`src/axle_counter_beam_qualifier_macros.svh`:
```
// Assertion macros for the axle counter beam qualifier.
// Used by axle_counter_beam_qualifier.sv; expects i_clk and i_rst_n in scope.
`ifndef AXLE_COUNTER_BEAM_QUALIFIER_MACROS_SVH
`define AXLE_COUNTER_BEAM_QUALIFIER_MACROS_SVH

// Same-cycle implication, quiet during reset
`define ACBQ_ASSERT_NOW(lbl, ante, cons, msg) \
    lbl: assert property (@(posedge i_clk) disable iff (!i_rst_n) (ante) |-> (cons)) \
        else $error(msg);

// Next-cycle implication, quiet during reset
`define ACBQ_ASSERT_NEXT(lbl, ante, cons, msg) \
    lbl: assert property (@(posedge i_clk) disable iff (!i_rst_n) (ante) |=> (cons)) \
        else $error(msg);

`endif

```
`src/acbq_pkg.sv`:
```
// Types and codes for the axle counter beam qualifier.
// No dependencies; used by axle_counter_beam_qualifier.sv.
`timescale 1ns / 1ps

package acbq_pkg;

    // Input word kind
    typedef enum logic [1:0] {
        FN_TICK     = 2'd0,
        FN_BROKEN   = 2'd1,
        FN_RESTORED = 2'd2
    } t_func;

    // Pass-by mode machine
    typedef enum logic [2:0] {
        M_READY = 3'd0,
        M_WOFF  = 3'd1,
        M_WON   = 3'd2,
        M_ERROR = 3'd3,
        M_IDLE  = 3'd4,
        M_SLEEP = 3'd5
    } t_mode;

    // Wheel qualifier state
    typedef enum logic [2:0] {
        W_OFF      = 3'd0,
        W_LEAVING  = 3'd1,
        W_ENTERING = 3'd2,
        W_ON       = 3'd3,
        W_TOOLONG  = 3'd4
    } t_wheel;

    // Reported event
    typedef enum logic [2:0] {
        EV_NONE  = 3'd0,
        EV_START = 3'd1,
        EV_AXLE  = 3'd2,
        EV_STOP  = 3'd3,
        EV_ERROR = 3'd4
    } t_event;

    // Configuration register indexes
    typedef enum logic [1:0] {
        CFG_ENTER_DWELL = 2'd0,
        CFG_LEAVE_DWELL = 2'd1,
        CFG_MAX_BLOCK   = 2'd2,
        CFG_PASS_END    = 2'd3
    } t_cfg_idx;

    localparam logic [15:0] ENTER_DWELL_RST = 16'd3;
    localparam logic [15:0] LEAVE_DWELL_RST = 16'd3;
    localparam logic [15:0] MAX_BLOCK_RST   = 16'd1000;
    localparam logic [15:0] PASS_END_RST    = 16'd3000;

    // Time base width: low 17 bits are enough for the midpoint and stop time
    localparam int TimeW = 17;

    // One result word
    typedef struct packed {
        logic        power;
        t_wheel      wheel;
        t_mode       mode;
        logic [15:0] event_time;
        logic [15:0] axles_seen;
        logic [15:0] pass_count;
        t_event      event_kind;
    } t_result;

endpackage

```
`src/axle_counter_beam_qualifier.sv`:
```
// A result word is registered at the edge that accepts its input word, into the output
// register if that is empty or being taken, else into the skid stage. One word per clock is
// accepted while the skid stage is empty. The output register plus a one-word skid stage keep
// the slave side open for one more word while a result waits. Reset (i_rst_n low, synchronous)
// clears control state and valid flags, restores register defaults; mode starts idle, sensor off.
// Axle counter beam qualifier: wheel debounce, pass-by mode machine, event output.
// Depends on acbq_pkg and axle_counter_beam_qualifier_macros.svh.
`timescale 1ns / 1ps

`include "axle_counter_beam_qualifier_macros.svh"

module axle_counter_beam_qualifier (
    input  logic        i_clk,
    input  logic        i_rst_n,
    // configuration write port
    input  logic        i_cfg_we,
    input  logic [1:0]  i_cfg_addr,
    input  logic [15:0] i_cfg_wdata,
    // slave side
    input  logic        s_axis_tvalid,
    output logic        s_axis_tready,
    input  logic [7:0]  s_axis_tdata,  // [0] arm_pin, [1] wake_pin, [2] force_pin, rest zero
    input  logic [1:0]  s_axis_tuser,  // [1:0] func
    // master side
    output logic        m_axis_tvalid,
    input  logic        m_axis_tready,
    output logic [55:0] m_axis_tdata,  // [15:0] pass_count, [31:16] axles_seen,
                                       // [47:32] event_time, [50:48] mode, [53:51] wheel,
                                       // [54] sensor_power, [55] zero
    output logic [2:0]  m_axis_tuser   // [2:0] event_kind
);

    localparam int TW = acbq_pkg::TimeW;

    // configuration
    logic [15:0] r_enter_dwell, r_leave_dwell, r_max_block, r_pass_end;

    // qualifier and mode state
    acbq_pkg::t_mode  r_mode,  n_mode;
    acbq_pkg::t_wheel r_wheel, n_wheel;
    logic [15:0]      r_left,  n_left;
    logic             r_run,   n_run;
    logic             r_over,  n_over;
    logic [15:0]      r_pass,  n_pass;
    logic [15:0]      r_axles, n_axles;
    logic [TW-1:0]    r_now,   n_now;
    logic [TW-1:0]    r_enter, n_enter;
    logic [TW-1:0]    r_leave, n_leave;
    logic             r_power, n_power;

    // output register and skid stage
    acbq_pkg::t_result r_out, r_skid, res;
    logic              r_out_valid, r_skid_valid;

    acbq_pkg::t_func   func;
    acbq_pkg::t_event  ev;
    logic [15:0]       ev_time;
    logic [TW:0]       mid_sum;
    logic              arm, wake, force_p;
    logic              accept, take;

    assign func    = acbq_pkg::t_func'(s_axis_tuser);
    assign arm     = s_axis_tdata[0];
    assign wake    = s_axis_tdata[1];
    assign force_p = s_axis_tdata[2];

    assign s_axis_tready = !r_skid_valid;
    assign accept        = s_axis_tvalid && s_axis_tready;
    assign take          = r_out_valid && m_axis_tready;

    // write configuration registers
    always_ff @(posedge i_clk) begin
        if (!i_rst_n) begin
            r_enter_dwell <= acbq_pkg::ENTER_DWELL_RST;
            r_leave_dwell <= acbq_pkg::LEAVE_DWELL_RST;
            r_max_block   <= acbq_pkg::MAX_BLOCK_RST;
            r_pass_end    <= acbq_pkg::PASS_END_RST;
        end else if (i_cfg_we) begin
            unique case (acbq_pkg::t_cfg_idx'(i_cfg_addr))
                acbq_pkg::CFG_ENTER_DWELL: r_enter_dwell <= i_cfg_wdata;
                acbq_pkg::CFG_LEAVE_DWELL: r_leave_dwell <= i_cfg_wdata;
                acbq_pkg::CFG_MAX_BLOCK:   r_max_block   <= i_cfg_wdata;
                acbq_pkg::CFG_PASS_END:    r_pass_end    <= i_cfg_wdata;
                default: ;
            endcase
        end
    end

    // wheel qualifier, then mode machine on the updated wheel
    always_comb begin
        n_mode  = r_mode;
        n_wheel = r_wheel;
        n_left  = r_left;
        n_run   = r_run;
        n_over  = r_over;
        n_pass  = r_pass;
        n_axles = r_axles;
        n_now   = r_now;
        n_enter = r_enter;
        n_leave = r_leave;
        n_power = r_power;
        ev      = acbq_pkg::EV_NONE;
        ev_time = '0;
        mid_sum = {1'b0, r_enter} + {1'b0, r_leave};

        unique case (func)
            acbq_pkg::FN_TICK: begin
                n_now = r_now + TW'(1);
                // count the timeout down; fire on the tick that reaches zero
                if (r_power && r_run) begin
                    if (r_left <= 16'd1) begin
                        n_left = '0;
                        n_run  = 1'b0;
                        unique case (r_wheel)
                            acbq_pkg::W_OFF: n_over = 1'b1;
                            acbq_pkg::W_LEAVING: begin
                                n_wheel = acbq_pkg::W_OFF;
                                n_left  = r_pass_end;
                                n_run   = 1'b1;
                            end
                            acbq_pkg::W_ON: n_wheel = acbq_pkg::W_TOOLONG;
                            acbq_pkg::W_ENTERING: begin
                                n_wheel = acbq_pkg::W_ON;
                                n_left  = r_max_block;
                                n_run   = 1'b1;
                            end
                            default: ;
                        endcase
                    end else begin
                        n_left = r_left - 16'd1;
                    end
                end
            end
            acbq_pkg::FN_BROKEN: begin
                if (r_power) begin
                    n_run = 1'b0;
                    if (r_wheel == acbq_pkg::W_OFF) begin
                        n_wheel = acbq_pkg::W_ENTERING;
                        n_left  = r_enter_dwell;
                        n_run   = 1'b1;
                        // first wheel of a pass restarts the time base
                        if (r_mode == acbq_pkg::M_READY) begin
                            n_now = '0;
                        end
                        n_enter = n_now;
                    end else if (r_wheel == acbq_pkg::W_LEAVING) begin
                        n_wheel = acbq_pkg::W_ON;
                    end
                end
            end
            acbq_pkg::FN_RESTORED: begin
                if (r_power) begin
                    n_run = 1'b0;
                    if (r_wheel == acbq_pkg::W_ENTERING) begin
                        n_wheel = acbq_pkg::W_OFF;
                    end else if (r_wheel == acbq_pkg::W_ON) begin
                        n_wheel = acbq_pkg::W_LEAVING;
                        n_left  = r_leave_dwell;
                        n_run   = 1'b1;
                        n_leave = r_now;
                    end else if (r_wheel == acbq_pkg::W_TOOLONG) begin
                        n_wheel = acbq_pkg::W_OFF;
                    end
                end
            end
            default: ;
        endcase

        // the midpoint uses this word's latched times
        mid_sum = {1'b0, n_enter} + {1'b0, n_leave};

        unique case (r_mode)
            acbq_pkg::M_SLEEP: begin
                if (wake || force_p) begin
                    n_mode = acbq_pkg::M_IDLE;
                end
            end
            acbq_pkg::M_IDLE: begin
                if (arm || force_p) begin
                    n_mode  = acbq_pkg::M_READY;
                    n_run   = 1'b0;
                    n_left  = '0;
                    n_power = 1'b1;
                end else if (!wake) begin
                    n_mode = acbq_pkg::M_SLEEP;
                end
            end
            acbq_pkg::M_READY: begin
                if (n_wheel == acbq_pkg::W_ON) begin
                    n_mode = acbq_pkg::M_WON;
                end else if (n_wheel == acbq_pkg::W_ENTERING) begin
                    n_mode = acbq_pkg::M_READY;
                end else if (!arm && !force_p) begin
                    n_mode  = acbq_pkg::M_IDLE;
                    n_power = 1'b0;
                end
            end
            acbq_pkg::M_WON: begin
                if (n_wheel == acbq_pkg::W_OFF) begin
                    if (r_axles == 16'd0) begin
                        n_pass  = r_pass + 16'd1;
                        n_axles = 16'd1;
                        ev      = acbq_pkg::EV_START;
                    end else begin
                        n_axles = r_axles + 16'd1;
                        ev      = acbq_pkg::EV_AXLE;
                        ev_time = mid_sum[16:1];
                    end
                    n_mode = acbq_pkg::M_WOFF;
                end else if (n_wheel == acbq_pkg::W_TOOLONG) begin
                    n_mode = acbq_pkg::M_ERROR;
                    ev     = acbq_pkg::EV_ERROR;
                end
            end
            acbq_pkg::M_WOFF: begin
                if (n_wheel == acbq_pkg::W_ON) begin
                    n_mode = acbq_pkg::M_WON;
                end else if (n_over) begin
                    n_over  = 1'b0;
                    ev      = acbq_pkg::EV_STOP;
                    ev_time = n_now[15:0];
                    n_mode  = acbq_pkg::M_READY;
                    n_run   = 1'b0;
                    n_left  = '0;
                    n_axles = '0;
                end
            end
            acbq_pkg::M_ERROR: begin
                if (n_wheel == acbq_pkg::W_OFF) begin
                    n_mode  = acbq_pkg::M_READY;
                    n_run   = 1'b0;
                    n_left  = '0;
                    n_axles = '0;
                end
            end
            default: n_mode = acbq_pkg::M_IDLE;
        endcase

        res.power      = n_power;
        res.wheel      = n_wheel;
        res.mode       = n_mode;
        res.event_time = ev_time;
        res.axles_seen = n_axles;
        res.pass_count = n_pass;
        res.event_kind = ev;
    end

    // advance state on each accepted word
    always_ff @(posedge i_clk) begin
        if (!i_rst_n) begin
            r_mode  <= acbq_pkg::M_IDLE;
            r_wheel <= acbq_pkg::W_OFF;
            r_left  <= '0;
            r_run   <= 1'b0;
            r_over  <= 1'b0;
            r_pass  <= '0;
            r_axles <= '0;
            r_now   <= '0;
            r_enter <= '0;
            r_leave <= '0;
            r_power <= 1'b0;
        end else if (accept) begin
            r_mode  <= n_mode;
            r_wheel <= n_wheel;
            r_left  <= n_left;
            r_run   <= n_run;
            r_over  <= n_over;
            r_pass  <= n_pass;
            r_axles <= n_axles;
            r_now   <= n_now;
            r_enter <= n_enter;
            r_leave <= n_leave;
            r_power <= n_power;
        end
    end

    // output valid flags
    always_ff @(posedge i_clk) begin
        if (!i_rst_n) begin
            r_out_valid  <= 1'b0;
            r_skid_valid <= 1'b0;
        end else if (accept) begin
            if (!r_out_valid || take) begin
                r_out_valid <= 1'b1;
            end else begin
                r_skid_valid <= 1'b1;
            end
        end else if (take) begin
            if (r_skid_valid) begin
                r_skid_valid <= 1'b0;
            end else begin
                r_out_valid <= 1'b0;
            end
        end
    end

    // output and skid payload
    always_ff @(posedge i_clk) begin
        if (accept) begin
            if (!r_out_valid || take) begin
                r_out <= res;
            end else begin
                r_skid <= res;
            end
        end else if (take && r_skid_valid) begin
            r_out <= r_skid;
        end
    end

    assign m_axis_tvalid = r_out_valid;
    assign m_axis_tuser  = r_out.event_kind;
    assign m_axis_tdata  = {1'b0, r_out.power, r_out.wheel, r_out.mode,
                            r_out.event_time, r_out.axles_seen, r_out.pass_count};

    // sensor is powered exactly in the active modes
    `ACBQ_ASSERT_NOW(a_power_mode, 1'b1, r_power == ((r_mode != acbq_pkg::M_IDLE) && (r_mode != acbq_pkg::M_SLEEP)), "sensor power disagrees with mode")
    // skid holds a word only behind a full output register
    `ACBQ_ASSERT_NOW(a_skid_order, r_skid_valid, r_out_valid, "skid word without output word")
    // a pass start always reports the first axle with the wheel gone
    `ACBQ_ASSERT_NEXT(a_start_word, accept && (ev == acbq_pkg::EV_START), (r_axles == 16'd1) && (r_mode == acbq_pkg::M_WOFF), "pass start with wrong axle count or mode")

endmodule
```
`config.mk`:
```
export PLATFORM = sky130hd
export DESIGN_NAME = axle_counter_beam_qualifier
export DESIGN_NICKNAME = d
export VERILOG_FILES = /design/src/acbq_pkg.sv /design/src/axle_counter_beam_qualifier.sv
export VERILOG_INCLUDE_DIRS = /design/src /design/src/src
export SDC_FILE = /design/constraint.sdc
export NUM_CORES = 1
export LEC_CHECK = 0
export ABC_AREA = 1
export BUFFER_PORTS_ARGS = -buffer_cell sky130_fd_sc_hd__buf_2
export CAP_MARGIN = 25
export CORE_UTILIZATION = 30
export CTS_CLUSTER_DIAMETER = 100
export DETAILED_ROUTE_END_ITERATION = 8
export SETUP_SLACK_MARGIN = 0.3
export SYNTH_ARGS = -nofsm -noshare
export SYNTH_HDL_FRONTEND = slang
export SYNTH_SLANG_ARGS = --single-unit
```
`constraint.sdc`:
```
create_clock -name i_clk -period 5 [get_ports i_clk]
set_input_delay 0 -clock i_clk [delete_from_list [all_inputs] [get_ports i_clk]]
set_output_delay 0 -clock i_clk [all_outputs]
set_load 0.01 [all_outputs]
```
# ---- Word-level counts from Yosys, hierarchy flattened
# Index checks and enable logic that the tools add are counted.
dict set report totals {
  regBits 290
  inputBits 33
  out_inout_bits 61
  elab_cells 195
}
dict set report op_classes {
  add_sub_neg 5
  n_lt_le_gt_ge 1
  eq_ne 22
  n_mux 103
  bitwise_logic 1
  n_reduce_logical 31
}
# cell count
set op_table {}
lappend op_table {{$mux W16} 23}
lappend op_table {{$mux W58} 3}
lappend op_table {{$mux W17} 10}
lappend op_table {{$pmux W16 S3} 3}
lappend op_table {{$mux W3} 22}
lappend op_table {{$pmux W16 S2} 2}
lappend op_table {{$pmux W17 S2} 1}
lappend op_table {{$add A16 B1 Y16 const B} 2}
lappend op_table {{$mux W1} 29}
lappend op_table {{$eq A3 B2 Y1 const B} 6}
lappend op_table {{$pmux W3 S3} 2}
lappend op_table {{$pmux W3 S6} 1}
lappend op_table {{$add A17 B1 Y17 const B} 1}
lappend op_table {{$add A17 B17 Y17} 1}
lappend op_table {{$le A16 B1 Y1 const B} 1}
lappend op_table {{$logic_not A16 Y1} 1}
lappend op_table {{$sub A16 B1 Y16 const B} 1}
lappend op_table {{$reduce_and A2 Y1} 7}
lappend op_table {{$eq A3 B3 Y1 const B} 4}
lappend op_table {{$logic_not A3 Y1} 3}
lappend op_table {{$eq A2 B2 Y1 const B} 3}
lappend op_table {{$eq A3 B1 Y1 const B} 2}
lappend op_table {{$mux W2} 3}
lappend op_table {{$ne A2 B2 Y1 const B} 3}
lappend op_table {{14 further kinds} 29}

# ---- Logic depth before layout (Yosys ltp)
dict set report logic_depth {
  ltp_word 12
  depth_mapped 21
  ltp_nobuf 21
}

# ---- Least setup slack after synthesis
# Ideal clock, no wire load.
dict set report synth_timing {
  kind {reg-to-reg}
  from {register r_skid_valid}
  to {register r_skid[0] (netlist name) (enable)}
  setup_ns 0.545
  arrival_ns 4.950
  required_ns 4.455
  setup_slack_ns -0.495
  path_stages_with_launch 6
  path_buffers 2
  period_less_slack_ns 5.495
  cell_sequence {dfxtp_1 inv_1 nand2_1 clkbuf_1 clkbuf_1 nor3_1}
}
dict set report synth_via {
  elab_chain_cells 3
}
# item line
set synth_lines {}
lappend synth_lines {{from (decl)} axle_counter_beam_qualifier.sv:53} ;# logic r_out_valid, r_skid_valid;
lappend synth_lines {{from (signal assigned)} axle_counter_beam_qualifier.sv:281} ;# r_skid_valid <= 1'b0;
lappend synth_lines {{from (signal assigned)} axle_counter_beam_qualifier.sv:286} ;# r_skid_valid <= 1'b1;
lappend synth_lines {{from (signal assigned)} axle_counter_beam_qualifier.sv:290} ;# r_skid_valid <= 1'b0;
lappend synth_lines {{$logic_not A1 Y1} axle_counter_beam_qualifier.sv:67} ;# assign s_axis_tready = !r_skid_valid;
lappend synth_lines {{via s_axis_tready} axle_counter_beam_qualifier.sv:21} ;# output logic s_axis_tready,
lappend synth_lines {{$logic_and A1 B1 Y1} axle_counter_beam_qualifier.sv:68} ;# assign accept = s_axis_tvalid && s_axis_tready;
lappend synth_lines {{$reduce_and A2 Y1 (no line)} n/a}
lappend synth_lines {{to (signal assigned)} axle_counter_beam_qualifier.sv:303} ;# r_skid <= res;
lappend synth_lines {{to (decl)} axle_counter_beam_qualifier.sv:52} ;# acbq_pkg::t_result r_out, r_skid, res;
# The timed path passes the listed nets, and every way through them passes these cells.
# A chain may end at the register's enable or synchronous reset.

# ---- Worst setup path after layout
dict set report layout_timing {
  from {register r_left[0]}
  to {register r_out, in the netlist m_axis_tdata[45] (data pin)}
}
dict set report layout_via {
  elab_chain_cells 9
  elab_cells_between_ends 15
  cone_classes {order compare: 1; eq/ne: 1; mux: 12; reduce/logical: 1}
}
# item line
set layout_lines {}
lappend layout_lines {{from (decl)} axle_counter_beam_qualifier.sv:41} ;# logic [15:0] r_left, n_left;
lappend layout_lines {{from (signal assigned)} axle_counter_beam_qualifier.sv:265} ;# r_left <= n_left;
lappend layout_lines {{$le A16 B1 Y1 *} axle_counter_beam_qualifier.sv:111} ;# if (r_left <= 16'd1) begin
lappend layout_lines {{$mux W3 or $mux W1 (tied branches)} axle_counter_beam_qualifier.sv:111}
lappend layout_lines {{$mux W3 or $mux W1 (tied branches)} axle_counter_beam_qualifier.sv:110} ;# if (r_power && r_run) begin
lappend layout_lines {{$pmux W3 S3 or $mux W1 (tied branches)} axle_counter_beam_qualifier.sv:106} ;# unique case (func)
lappend layout_lines {{$eq A3 B2 Y1, or another cell as far along} axle_counter_beam_qualifier.sv:216} ;# if (n_wheel == acbq_pkg::W_ON) begin
lappend layout_lines {{$mux W16, on equally long branches} {axle_counter_beam_qualifier.sv:216, axle_counter_beam_qualifier.sv:199}}
lappend layout_lines {{$pmux W16 S2 *} axle_counter_beam_qualifier.sv:172} ;# unique case (r_mode)
lappend layout_lines {{via ev_time[13]} axle_counter_beam_qualifier.sv:57} ;# logic [15:0] ev_time;
lappend layout_lines {{$mux W58 *} axle_counter_beam_qualifier.sv:300} ;# if (!r_out_valid || take) begin
lappend layout_lines {{$mux W58 *} axle_counter_beam_qualifier.sv:299} ;# if (accept) begin
lappend layout_lines {{to (signal assigned)} axle_counter_beam_qualifier.sv:301} ;# r_out <= res;
lappend layout_lines {{to (signal assigned)} axle_counter_beam_qualifier.sv:306} ;# r_out <= r_skid;
lappend layout_lines {{to (decl)} axle_counter_beam_qualifier.sv:52}
# The timed path passes the listed nets; every way through them passes the cells marked *. The select of a mux whose other input is x is not followed.

==> flow_summary_export.csv <==
group,metric,value,unit
run_status,status,"finished clean",
critical_path,r2r_start,"r_left[0]",
global_routing,grt_overflow_total,0,
hold_path,hold_start,"i_cfg_we",
global_routing,grt_use_total,17.10,%
synthesis,synthMostInstantiatedCell,"nand2_1",
synthesis,yosysTopAreaCellShare,21.92,%
synthesis,yosysSeqAreaShare,43.85,%
final_layout,final_nets,2259,
drt,ant_nets,0,
pwr,total_power,0.006287,W
synthesis,ys_ff_latch,290,
sta,fmax,0.2477,GHz
global_routing,grt_max_degree,87,
sta,final.setup.tns,0,ns
sta,setup_viol,0,
synthesis,synthFlopType,"dfxtp_1",
sta,fin_worst_skew,0.02805,ns
clocking,cts.sinks,290,
pwr,ir_worst_vdd,0.2014,mV
floorplan,num_rows,83,
floorplan,dieArea,53890,um2
critical_path,critPathCaptureType,"flop",
final_layout,nFillCells,5409,
clocking,cts-root-buf,"clkbuf_16",
sta,report.final.hold_viol_count,0,
pwr,p_leak,7.628,nW
global_routing,antenna_found_initial,0,
sta,final_max_slew_viol_count,0,
drt,dr.pass1.iters,5,
final_layout,drive_gt1_share,10.26,%
sta,final.period_utilization,80.73,%
clocking,clk_latency,0.55,ns
floorplan,initial_core_util,30.66,%
synthesis,avgSynthCellArea,7.366,um2
floorplan,core-area,51820,um2
floorplan,ioPinCount,94,
run,drv_cap,0,
synthesis,ys_top_cells_by_area,"dfxtp_1, edfxtp_1, nand2_1, o21ai_0, inv_1",
sta,relSlewSlack,38.13,%
synthesis,synth_warnings,0,
global_routing,grt_pass1_wl,74.11,mm
critical_path,crit_fanout,36,
clocking,postCtsSetupRepairBufs,0,
global_routing,first_global_vias,13640,
clocking,cts_tree,"built",
placed_design,gp_congestion,0.9446,
hold_path,holdCritPathClass,"input pin to flop",
synthesis,synth_commonest_cells,"nand2_1, inv_1, o21ai_0, dfxtp_1, a21oi_1",
sta,min_period,4.037,ns
clocking,clkTransAtPathRegs,0.06,ns
clocking,clk_path_buf_depth,3,
synthesis,synth_edf_count,116,
drt,drc,0,
clocking,hold_buffers,22,
synthesis,yosys.area.top_type,"dfxtp_1",
critical_path,reg2reg_depth,18,
floorplan,die_y,232.1,um
final_layout,diodes,0,
synthesis,syn_area,15890,um2
critical_path,regToRegSetupSlack,0.96,ns
drt,vias_per_cell,5.106,
critical_path,cp-start-kind,"flop",
synthesis,synth.net_count,2212,
drt,wl,46.48,mm
final_layout,fin_util,35.51,%
hold_path,hold_depth,5,
clocking,htree_num_levels,2,
final_layout,synthToLayoutAreaGrowth,15.82,%
critical_path,timing.rr.end,"m_axis_tdata[45]",
sta,timing.hold.ws,0.02096,ns
pwr,power.density,341.6,nW/um2
synthesis,synth_cell_types,56,
placed_design,dp_hpwl,31.70,mm
critical_path,path_class,"flop to flop",
drt,via_count,14860,
drt,drtIter0Drc,1090,
sta,rsz0062_at_grt,"false",
placed_design,port_buffers,87,
sta,worst_pin_slew,0.9281,ns
synthesis,syn_inst,2157,
synthesis,async_reset_ff_share,0,%
critical_path,worstPathArrival,4.45,ns
critical_path,worst_ep_required_time,5.42,ns
hold_path,hold_end,"r_pass_end[9]",
floorplan,chipWidth,232.1,um
drt,wire_per_inst,15.97,um
clocking,numCtsBuffers,35,
clocking,post_cts_resized,0,
## power by group
group / total (W) / internal [W] / switching (W)
Combinational: 0.000747 / 0.000234 / 0.000513
Clock: 0.00287 / 0.00183 / 0.00104
Sequential: 0.00267 / 0.00260 / 0.0000731
## area by class of cell
type | instances | area (um2) | share of cell area [%]
Inverter | 240 | 905.9 | 4.923
Timing Repair Buffer | 130 | 850.8 | 4.623
Clock inverter | 17 | 311.5 | 1.693
Clock buffer | 47 | 1002 | 5.446
Tap cell | 680 | 850.8 | 4.623
Multi-Input combinational cell | 1507 | 7515 | 40.84
Sequential cell | 290 | 6967 | 37.86
## kinds of logic after synthesis
| logic type | Yosys count | synth area share, % |
|---|---|---|
| fa+ha+maj | 22 | 1.780 |
| compound gates | 491 | 17.46 |
| flops | 290 | 43.85 |
| buf+inv | 360 | 8.977 |
| other cells | 1 | 0.02360 |
| simple gates | 958 | 25.99 |
| xor+xnor | 35 | 1.929 |
## through the flow
stage	setup slack, ns	instance area [um2]	instances
final	0.9633	18400	2911
after global routing	0.6695	18400	2911
after CTS	1.056	18400	2911
after detailed placement	1.061	16870	2825
after global placement	1.123	16830	2823
after floorplan	1.283	15890	2157
## worst max-delay path: stages, from the launching register on
cell	delay, ns
dfxtp_1	0.34
inv_1	0.14
ha_1	0.22
nand2_1	0.08
nand2_1	0.08
nand3_2	0.09
nor2_4	0.36
nand3_1	0.14
nand2_1	0.12
nand2_2	0.31
nor2_4	0.51
nand2_4	0.37
nor2_2	0.20
nand2_2	0.27
inv_2	0.21
nand2_1	0.07
o21ai_1	0.23
nand2_1	0.09
nand2_1	0.08
## registers in the layout (all words and copies together) (netlist names)
name           cells
m_axis_tuser       3
r_pass_end        16
r_run              1
r_left            16
r_max_block       16
r_skid            58
r_pass            16
m_axis_tvalid      1
r_enter           17
r_axles           16
r_wheel            3
r_leave           17
r_power            1
m_axis_tdata      55
r_over             1
r_leave_dwell     16
r_enter_dwell     16
r_now             17
r_mode             3
r_skid_valid       1
## worst max path at each step
stage	start	endpoint	slack, ns	depth (start not counted)
floorplan	r_skid_valid	r_skid[0]	1.28	5
global placement	r_wheel[1]	m_axis_tdata[45]	1.12	21
detailed placement	r_left[0]	m_axis_tdata[45]	1.06	18
CTS	r_left[0]	m_axis_tdata[45]	1.06	18
global route	r_wheel[1]	m_axis_tdata[45]	0.67	18
finish	r_left[0]	m_axis_tdata[45]	0.96	18
## layer usage
layer	vias up	share of wire, %	GRT usage [%]
met5	-	0	0
met4	0	2.1	4.770
met3	69	5.7	2.321
met2	454	45	27.57
met1	7007	47	23.73
li1	7333	-	-
## cells in the final DEF (no fill, tap or decap), types with 18 or more instances in the layout
cell           Yosys  routed
a21oi_1          160     160
buf_2             13      87
buf_4              5      18
clkbuf_16          0      36
dfxtp_1          174     174
dlygate4sd3_1      0      22
edfxtp_1         116     116
ha_1              21      21
inv_1            222     221
nand2_1          526     525
nand3_1          156     156
nand4_1           41      41
nor2_1           158     158
nor3_1            30      29
o211ai_1          21      21
o21ai_0          216     216
o22ai_1           20      20
xor2_1            26      26
(Power assumes the default switching activity.)
